## src/design/lprc_pkg.sv

```systemverilog
// ----------------------------------------------------------------------------
// lprc_pkg: shared types and constants
// Configuration register indexes, reset values and the structs passed
// between the calibrator's modules.
// ----------------------------------------------------------------------------
package lprc_pkg;

    localparam int LEVEL_W = 10;
    localparam int TICKS_W = 4;
    localparam int COUNT_W = 5;
    localparam int CFG_IDX_W = 2;
    localparam int CFG_DATA_W = 10;

    localparam logic [LEVEL_W-1:0] LEVEL_MAX = 10'd1023;

    localparam logic [LEVEL_W-1:0] START_LEVEL_RST = 10'd300;
    localparam logic [TICKS_W-1:0] HOLD_TICKS_RST = 4'd10;
    localparam logic [TICKS_W-1:0] RELEASE_TICKS_RST = 4'd3;

    typedef enum logic [CFG_IDX_W-1:0] {
        CFG_START_LEVEL   = 2'd0,
        CFG_HOLD_TICKS    = 2'd1,
        CFG_RELEASE_TICKS = 2'd2
    } cfg_idx_t;

    typedef struct packed {
        logic [LEVEL_W-1:0] start_level;
        logic [TICKS_W-1:0] hold_ticks;
        logic [TICKS_W-1:0] release_ticks;
    } cfg_t;

    typedef struct packed {
        logic [LEVEL_W-1:0] pwm_level;
        logic               led_on;
        logic               ramping;
        logic               stored_now;
        logic [LEVEL_W-1:0] calibrated_level;
    } result_t;

endpackage

```

## src/design/lprc_cfg.sv

```systemverilog
// ----------------------------------------------------------------------------
// lprc_cfg: configuration register file
// Holds start level, hold ticks and release ticks; writes to unknown
// indexes are dropped.
// ----------------------------------------------------------------------------
module lprc_cfg (
    input  logic                              clk,
    input  logic                              rst_n,
    input  logic                              cfg_valid,
    output logic                              cfg_ready,
    input  logic [lprc_pkg::CFG_IDX_W-1:0]    cfg_index,
    input  logic [lprc_pkg::CFG_DATA_W-1:0]   cfg_data,
    output lprc_pkg::cfg_t                    cfg
);

    lprc_pkg::cfg_t cfg_reg;
    lprc_pkg::cfg_t cfg_next;

    assign cfg_ready = 1'b1;
    assign cfg = cfg_reg;

    always_comb
    begin
        cfg_next = cfg_reg;
        if (cfg_valid)
        begin
            unique case (cfg_index)
                lprc_pkg::CFG_START_LEVEL:
                    cfg_next.start_level = cfg_data[lprc_pkg::LEVEL_W-1:0];
                lprc_pkg::CFG_HOLD_TICKS:
                    cfg_next.hold_ticks = cfg_data[lprc_pkg::TICKS_W-1:0];
                lprc_pkg::CFG_RELEASE_TICKS:
                    cfg_next.release_ticks = cfg_data[lprc_pkg::TICKS_W-1:0];
                default:
                    cfg_next = cfg_reg;
            endcase
        end
    end

    always_ff @(posedge clk or negedge rst_n)
    begin
        if (!rst_n)
        begin
            cfg_reg.start_level   <= lprc_pkg::START_LEVEL_RST;
            cfg_reg.hold_ticks    <= lprc_pkg::HOLD_TICKS_RST;
            cfg_reg.release_ticks <= lprc_pkg::RELEASE_TICKS_RST;
        end
        else
        begin
            cfg_reg <= cfg_next;
        end
    end

endmodule

```

## src/design/lprc_step.sv

```systemverilog
// ----------------------------------------------------------------------------
// lprc_step: per-tick control state and result logic
// Press/release counters, command latch, ramp counter and stored level;
// updated once per item when fire is high.
// ----------------------------------------------------------------------------
module lprc_step #(
    parameter int RAMP_END = 1024
) (
    input  logic                clk,
    input  logic                rst_n,
    input  logic                fire,
    input  lprc_pkg::cfg_t      cfg,
    input  logic                button_pressed,
    input  logic                trigger_high,
    output lprc_pkg::result_t   res
);

    localparam int RW = $clog2(RAMP_END + 1);
    localparam int CW = (RW > 11) ? RW : 11;
    localparam logic [CW-1:0] END_C = CW'(RAMP_END);
    localparam logic [CW-1:0] MAX_C = CW'(lprc_pkg::LEVEL_MAX);
    localparam int CNT_W = lprc_pkg::COUNT_W;
    localparam int LW = lprc_pkg::LEVEL_W;

    logic [CNT_W-1:0] hold_count_reg, hold_count_next;
    logic [CNT_W-1:0] release_count_reg, release_count_next;
    logic             latched_reg, latched_next;
    logic             in_ramp_reg, in_ramp_next;
    logic [RW-1:0]    ramp_value_reg, ramp_value_next;
    logic [LW-1:0]    stored_level_reg, stored_level_next;

    logic [CW-1:0]    start_ext;
    logic             start_past_end;
    logic [RW-1:0]    step_base;
    logic [RW-1:0]    step_value;
    logic [CW-1:0]    base_ext;
    logic [CW-1:0]    value_ext;
    logic             ramp_done;
    logic [LW-1:0]    ramp_pwm;
    logic [LW-1:0]    ramp_store;
    logic [CNT_W-1:0] hold_inc;
    logic [CNT_W-1:0] release_inc;
    logic [CNT_W-1:0] hold_lim;
    logic [CNT_W-1:0] release_lim;

    // one shared ramp increment: continue the ramp, or take its first step
    assign start_ext      = CW'(cfg.start_level);
    assign start_past_end = (start_ext >= END_C);
    assign step_base      = in_ramp_reg ? ramp_value_reg : RW'(start_ext);
    assign step_value     = step_base + RW'(1);
    assign base_ext       = CW'(step_base);
    assign value_ext      = CW'(step_value);
    assign ramp_done      = !trigger_high || (value_ext >= END_C);
    assign ramp_pwm       = (value_ext > MAX_C) ? lprc_pkg::LEVEL_MAX : value_ext[LW-1:0];
    assign ramp_store     = (base_ext > MAX_C) ? lprc_pkg::LEVEL_MAX : base_ext[LW-1:0];

    assign hold_inc    = hold_count_reg + CNT_W'(1);
    assign release_inc = release_count_reg + CNT_W'(1);
    assign hold_lim    = CNT_W'(cfg.hold_ticks);
    assign release_lim = CNT_W'(cfg.release_ticks);

    always_comb
    begin
        hold_count_next    = hold_count_reg;
        release_count_next = release_count_reg;
        latched_next       = latched_reg;
        in_ramp_next       = in_ramp_reg;
        ramp_value_next    = ramp_value_reg;
        stored_level_next  = stored_level_reg;
        res.pwm_level      = stored_level_reg;
        res.led_on         = 1'b0;
        res.ramping        = 1'b0;
        res.stored_now     = 1'b0;

        if (in_ramp_reg)
        begin
            // button is ignored while the ramp runs
            res.pwm_level   = ramp_pwm;
            res.ramping     = 1'b1;
            ramp_value_next = step_value;
            if (ramp_done)
            begin
                stored_level_next = ramp_store;
                in_ramp_next      = 1'b0;
                res.stored_now    = 1'b1;
            end
        end
        else
        begin
            if (button_pressed)
            begin
                hold_count_next = hold_inc;
                if (hold_inc > hold_lim)
                begin
                    latched_next    = 1'b1;
                    hold_count_next = hold_lim;
                end
            end
            else if (hold_count_reg < hold_lim)
            begin
                latched_next    = 1'b0;
                hold_count_next = '0;
            end

            res.led_on = button_pressed && !latched_next;

            if (latched_next)
            begin
                if (button_pressed)
                begin
                    release_count_next = '0;
                end
                else
                begin
                    release_count_next = release_inc;
                    if (release_inc > release_lim)
                    begin
                        latched_next       = 1'b0;
                        hold_count_next    = '0;
                        release_count_next = '0;
                        if (start_past_end)
                        begin
                            stored_level_next = cfg.start_level - LW'(1);
                            res.stored_now    = 1'b1;
                        end
                        else
                        begin
                            res.pwm_level   = ramp_pwm;
                            res.ramping     = 1'b1;
                            ramp_value_next = step_value;
                            if (ramp_done)
                            begin
                                stored_level_next = ramp_store;
                                res.stored_now    = 1'b1;
                            end
                            else
                            begin
                                in_ramp_next = 1'b1;
                            end
                        end
                    end
                end
            end
        end

        res.calibrated_level = stored_level_next;
    end

    always_ff @(posedge clk or negedge rst_n)
    begin
        if (!rst_n)
        begin
            hold_count_reg    <= '0;
            release_count_reg <= '0;
            latched_reg       <= 1'b0;
            in_ramp_reg       <= 1'b0;
            ramp_value_reg    <= '0;
            stored_level_reg  <= '0;
        end
        else if (fire)
        begin
            hold_count_reg    <= hold_count_next;
            release_count_reg <= release_count_next;
            latched_reg       <= latched_next;
            in_ramp_reg       <= in_ramp_next;
            ramp_value_reg    <= ramp_value_next;
            stored_level_reg  <= stored_level_next;
        end
    end

endmodule

```

## src/design/long_press_ramp_calibrator.sv

```systemverilog
// ----------------------------------------------------------------------------
// long_press_ramp_calibrator: long-press triggered PWM ramp calibration
// An accepted input is held in the input register, then moves into the result
// register, which raises out_valid. Throughput: one item per cycle while
// out_stall is low. Reset: asynchronous, active low; counters, latch and
// stored level clear, registers return to start 300, hold 10, release 3.
// ----------------------------------------------------------------------------
module long_press_ramp_calibrator #(
    parameter int RAMP_END = 1024
) (
    input  logic                              clk,
    input  logic                              rst_n,
    input  logic                              in_valid,
    output logic                              in_stall,
    input  logic                              button_pressed,
    input  logic                              trigger_high,
    output logic                              out_valid,
    input  logic                              out_stall,
    output logic [lprc_pkg::LEVEL_W-1:0]      pwm_level,
    output logic                              led_on,
    output logic                              ramping,
    output logic                              stored_now,
    output logic [lprc_pkg::LEVEL_W-1:0]      calibrated_level,
    input  logic                              cfg_valid,
    output logic                              cfg_ready,
    input  logic [lprc_pkg::CFG_IDX_W-1:0]    cfg_index,
    input  logic [lprc_pkg::CFG_DATA_W-1:0]   cfg_data
);

    lprc_pkg::cfg_t    cfg;
    lprc_pkg::result_t step_res;
    lprc_pkg::result_t res_reg;

    logic in_valid_reg;
    logic button_reg;
    logic trigger_reg;
    logic out_valid_reg;
    logic advance;
    logic in_accept;

    // move the held item into the result register when that slot frees up
    assign advance   = in_valid_reg && (!out_valid_reg || !out_stall);
    assign in_stall  = in_valid_reg && !advance;
    assign in_accept = in_valid && !in_stall;

    lprc_cfg u_cfg (
        .clk       (clk),
        .rst_n     (rst_n),
        .cfg_valid (cfg_valid),
        .cfg_ready (cfg_ready),
        .cfg_index (cfg_index),
        .cfg_data  (cfg_data),
        .cfg       (cfg)
    );

    lprc_step #(
        .RAMP_END (RAMP_END)
    ) u_step (
        .clk            (clk),
        .rst_n          (rst_n),
        .fire           (advance),
        .cfg            (cfg),
        .button_pressed (button_reg),
        .trigger_high   (trigger_reg),
        .res            (step_res)
    );

    always_ff @(posedge clk or negedge rst_n)
    begin
        if (!rst_n)
        begin
            in_valid_reg  <= 1'b0;
            out_valid_reg <= 1'b0;
        end
        else
        begin
            if (in_accept)
            begin
                in_valid_reg <= 1'b1;
            end
            else if (advance)
            begin
                in_valid_reg <= 1'b0;
            end

            if (advance)
            begin
                out_valid_reg <= 1'b1;
            end
            else if (!out_stall)
            begin
                out_valid_reg <= 1'b0;
            end
        end
    end

    always_ff @(posedge clk)
    begin
        if (in_accept)
        begin
            button_reg  <= button_pressed;
            trigger_reg <= trigger_high;
        end
        if (advance)
        begin
            res_reg <= step_res;
        end
    end

    assign out_valid        = out_valid_reg;
    assign pwm_level        = res_reg.pwm_level;
    assign led_on           = res_reg.led_on;
    assign ramping          = res_reg.ramping;
    assign stored_now       = res_reg.stored_now;
    assign calibrated_level = res_reg.calibrated_level;

endmodule
```

## config.mk

```make
export PLATFORM = sky130hd
export DESIGN_NAME = long_press_ramp_calibrator
export DESIGN_NICKNAME = d
export VERILOG_FILES = /design/src/design/lprc_pkg.sv /design/src/design/lprc_cfg.sv /design/src/design/lprc_step.sv /design/src/design/long_press_ramp_calibrator.sv
export SDC_FILE = /design/constraint.sdc
export NUM_CORES = 1
export LEC_CHECK = 0
export BUFFER_PORTS_ARGS = -buffer_cell sky130_fd_sc_hd__buf_2
export CORE_MARGIN = 2
export CORE_UTILIZATION = 42
export DETAILED_ROUTE_END_ITERATION = 7
export PLACE_DENSITY = 0.61
export SKIP_LAST_GASP = 1
export SYNTH_ARGS = -nofsm -noshare
export SYNTH_HDL_FRONTEND = slang
export SYNTH_SLANG_ARGS = --single-unit
```

## constraint.sdc

```tcl
create_clock -name clk -period 3.2 [get_ports clk]
set_input_delay 0.32 -clock clk [delete_from_list [all_inputs] [get_ports clk]]
set_output_delay 0.32 -clock clk [all_outputs]
set_load 0.02 [all_outputs]
```

==> qor.csv <==
stage,metric,value,unit
global_route,first-pass GRT wire length,14400,um
timing,Slew Limit Fails,0,
global_route,largest net degree at the start of global routing,31,
detailed_routing,drt first pass iters,4,
global_route,vias in the first global route,2913,
clock_tree,CTS tree,built,
timing,RSZ-0062 raised after global routing,no,
timing,Final Hold Viols,0,
clock_tree,Post-CTS Setup Inserts,0,
final_layout,Synth-to-Final Area Change,14.1,%
timing,final period utilization,0.903,
timing,Final setup viols,0,
timing,Slew Limit Headroom,0.581,
power,Lkg Pwr,2.09,nW
synth,Post-synth EDFFs,25,
setup_path,critical path startpoint category,flop,
timing,Tmin final,2890,ps
power,Peak VDD IR,0.000360,V
timing,Worst Tran Pin Value,621,ps
placed_design,RD Place Congestion,0.853,
detailed_routing,residual DRC count,0,
final_layout,final net count,436,
setup_path,R2R setup slack,310,ps
die,Die Height,103,um
final_layout,diode count,0,
detailed_routing,Via density,5.42,
die,die area,0.0106,mm^2
detailed_routing,"antenna viol nets, final",0,
synth,Post-synth ARST share,0.679,
synth,Mapped Area,0.00411,mm^2
setup_path,crit path DAT,3000,ps
clock_tree,clock transition at the registers of the reported paths,80,ps
final_layout,layout cells sized above 1,0.286,
synth,Mean Syn Cell Area,11.8,um^2
setup_path,CP endpoint kind,flop,
clock_tree,CTS Buf Count,9,
detailed_routing,final WL,8760,um
setup_path,Critical Path Slowest Stage Cell,dfrtp_1,
placed_design,placed insts,522,
final_layout,Finished Layout Cells,539,
detailed_routing,DRT iter0 DRCs,111,
global_route,grt ovf,0,
synth,Yosys warnings,0,
synth,Synth top area share,0.274,
placed_design,placed inst area,0.00450,mm^2
synth,ys flop type,dfrtp_1,
synth,Syn Inst Count,347,
power,pwr dens,744,mW/mm^2
min_path,Hold Crit Class,in2reg,
synth,sequential share of the synthesized area,0.508,
die,starting density of the core,0.426,
timing,"crit path setup slack, layout",309,ps
detailed_routing,via count,2921,
final_layout,max reg flops,18,
timing,Fin Setup TNS,0,ps
placed_design,Port Buffers,43,
final_layout,Util after Layout,0.486,
setup_path,Setup CP Type,reg2reg,
clock_tree,Max clock buf depth,2,
clock_tree,insertion delay to the later sink of the worst-skew pair,360,ps
power,Tot Pwr,3.49,mW
clock_tree,CTS Sinks,78,
timing,Max Clock Freq,0.346,GHz
die,row count,36,
die,Core Area,0.00964,mm^2
synth,"area leader, netlist",dfrtp_1,
clock_tree,clock root buffer,clkbuf_8,
synth,Area contributors post-synth,"dfrtp_1 27%, edfxtp_1 18%, mux2_2 8.8%",
setup_path,crit-path max FO,21,
setup_path,crit path cell chain,"mux2i_1, inv_1, ha_1, nand4b_1, a22o_1, nor3_1, o21ai_1, o21ai_2, buf_4, mux2_2",
synth,library cells used by synthesis,55,
final_layout,post-layout instance area,0.00469,mm^2
detailed_routing,wire length per cell,16.2,um
global_route,Total Routing Usage GR,0.180,
synth,register bit total from synthesis,78,
synth,"count leader, synth",dfrtp_1,
placed_design,dpl ws,265,ps
synth,Commonest cells post-synth,"45 x dfrtp_1, 32 x mux2_2, 28 x inv_1, 25 x edfxtp_1, 24 x nand2_1",
flow_run,max_cap viols,0,
clock_tree,CTS H-Tree Depth,3,
timing,Worst Skew,12.6,ps
timing,Hold WS,133,ps
setup_path,worst path required time,3310,ps
outcome,status,"complete, no violations",
placed_design,post-DP HPWL,6270,um
setup_path,CP max stage delay,470,ps
global_route,initial antenna violation count,0,
synth,Mapped Nets,382,
die,Die X-Extent,103,um
die,Ports,45,
cell type report:
class / count / area [um^2]
multi-input combinational: 229 / 1850
clock inverter: 5 / 32.5
fill: 933 / 4950
sequential: 78 / 2090
clock buffer: 11 / 141
tap: 133 / 166
inverter: 28 / 105
timing repair buffer: 55 / 308
worst max-delay path, delay by kind of cell, from the launching register on:
kind | cells | cell delay, ps
adder cells (fa/ha/maj) | 1 | 270
AND/OR/NAND/NOR | 2 | 420
multiplexers | 2 | 560
buffers and inverters | 2 | 380
flip-flops | 1 | 470
AO/OA/AOI/OAI | 3 | 530
per-layer routing:
metal	track usage	vias up	share of wire
met5	0	-	0
met4	0.0769	0	0.020
met3	0.0414	15	0.040
met2	0.280	65	0.46
met1	0.243	1451	0.48
li1	-	1390	-
cells in the final DEF, fill, tap and decap left out, drive strengths merged, types with 4 or more instances in the layout:
master	n
nand3b	4
inv	30
o32a	10
mux2i	20
o21ai	13
edfxtp	25
xnor2	5
nand4	8
a2bb2oi	9
nand3	10
nand2	24
dfrtp	45
clkbuf	11
dfstp	8
nand2b	4
and2	5
xor2	9
buf	54
mux2	32
ha	16
a21oi	10
nor2	8
power breakdown:
group          total [mW]  switching (mW)  internal, mW
registers            1.61           0.230          1.38
logic                1.20           0.643         0.558
clock network       0.679           0.375         0.304
total                3.49            1.25          2.24
final timing paths:
| kind | startpoint | endpoint | cells past startpoint |
|---|---|---|---|
| hold reg to reg | u_cfg.cfg[2] | u_cfg.cfg[2] | 1 |
| hold / removal | button_pressed | button_reg | 1 |
| setup / recovery | u_step.in_ramp_reg | calibrated_level[1] | 10 |
| min in group asynchronous | rst_n | u_step.hold_count_reg[0] | 2 |
| setup reg to reg | u_step.in_ramp_reg | calibrated_level[1] | 10 |
| max in group asynchronous | rst_n | u_cfg.cfg[7] | 3 |
repair_timing:
item / 4_1_cts / 5_1_grt
endpoints found under the hold margin: 23 / 0
endpoints found under the setup margin: 0 / 7
gates resized for setup: 0 / 1
hold buffers: 1 / 0
logic make-up after synthesis:
kind of cell	after synthesis	synth area share
flops	78	0.508
other cells	1	0.000913
buf+inv	40	0.0442
compound gates	70	0.132
mux	52	0.136
xor+xnor	14	0.0298
fa+ha+maj	16	0.0487
simple gates	76	0.100
Power figures use the tool's default switching activity.
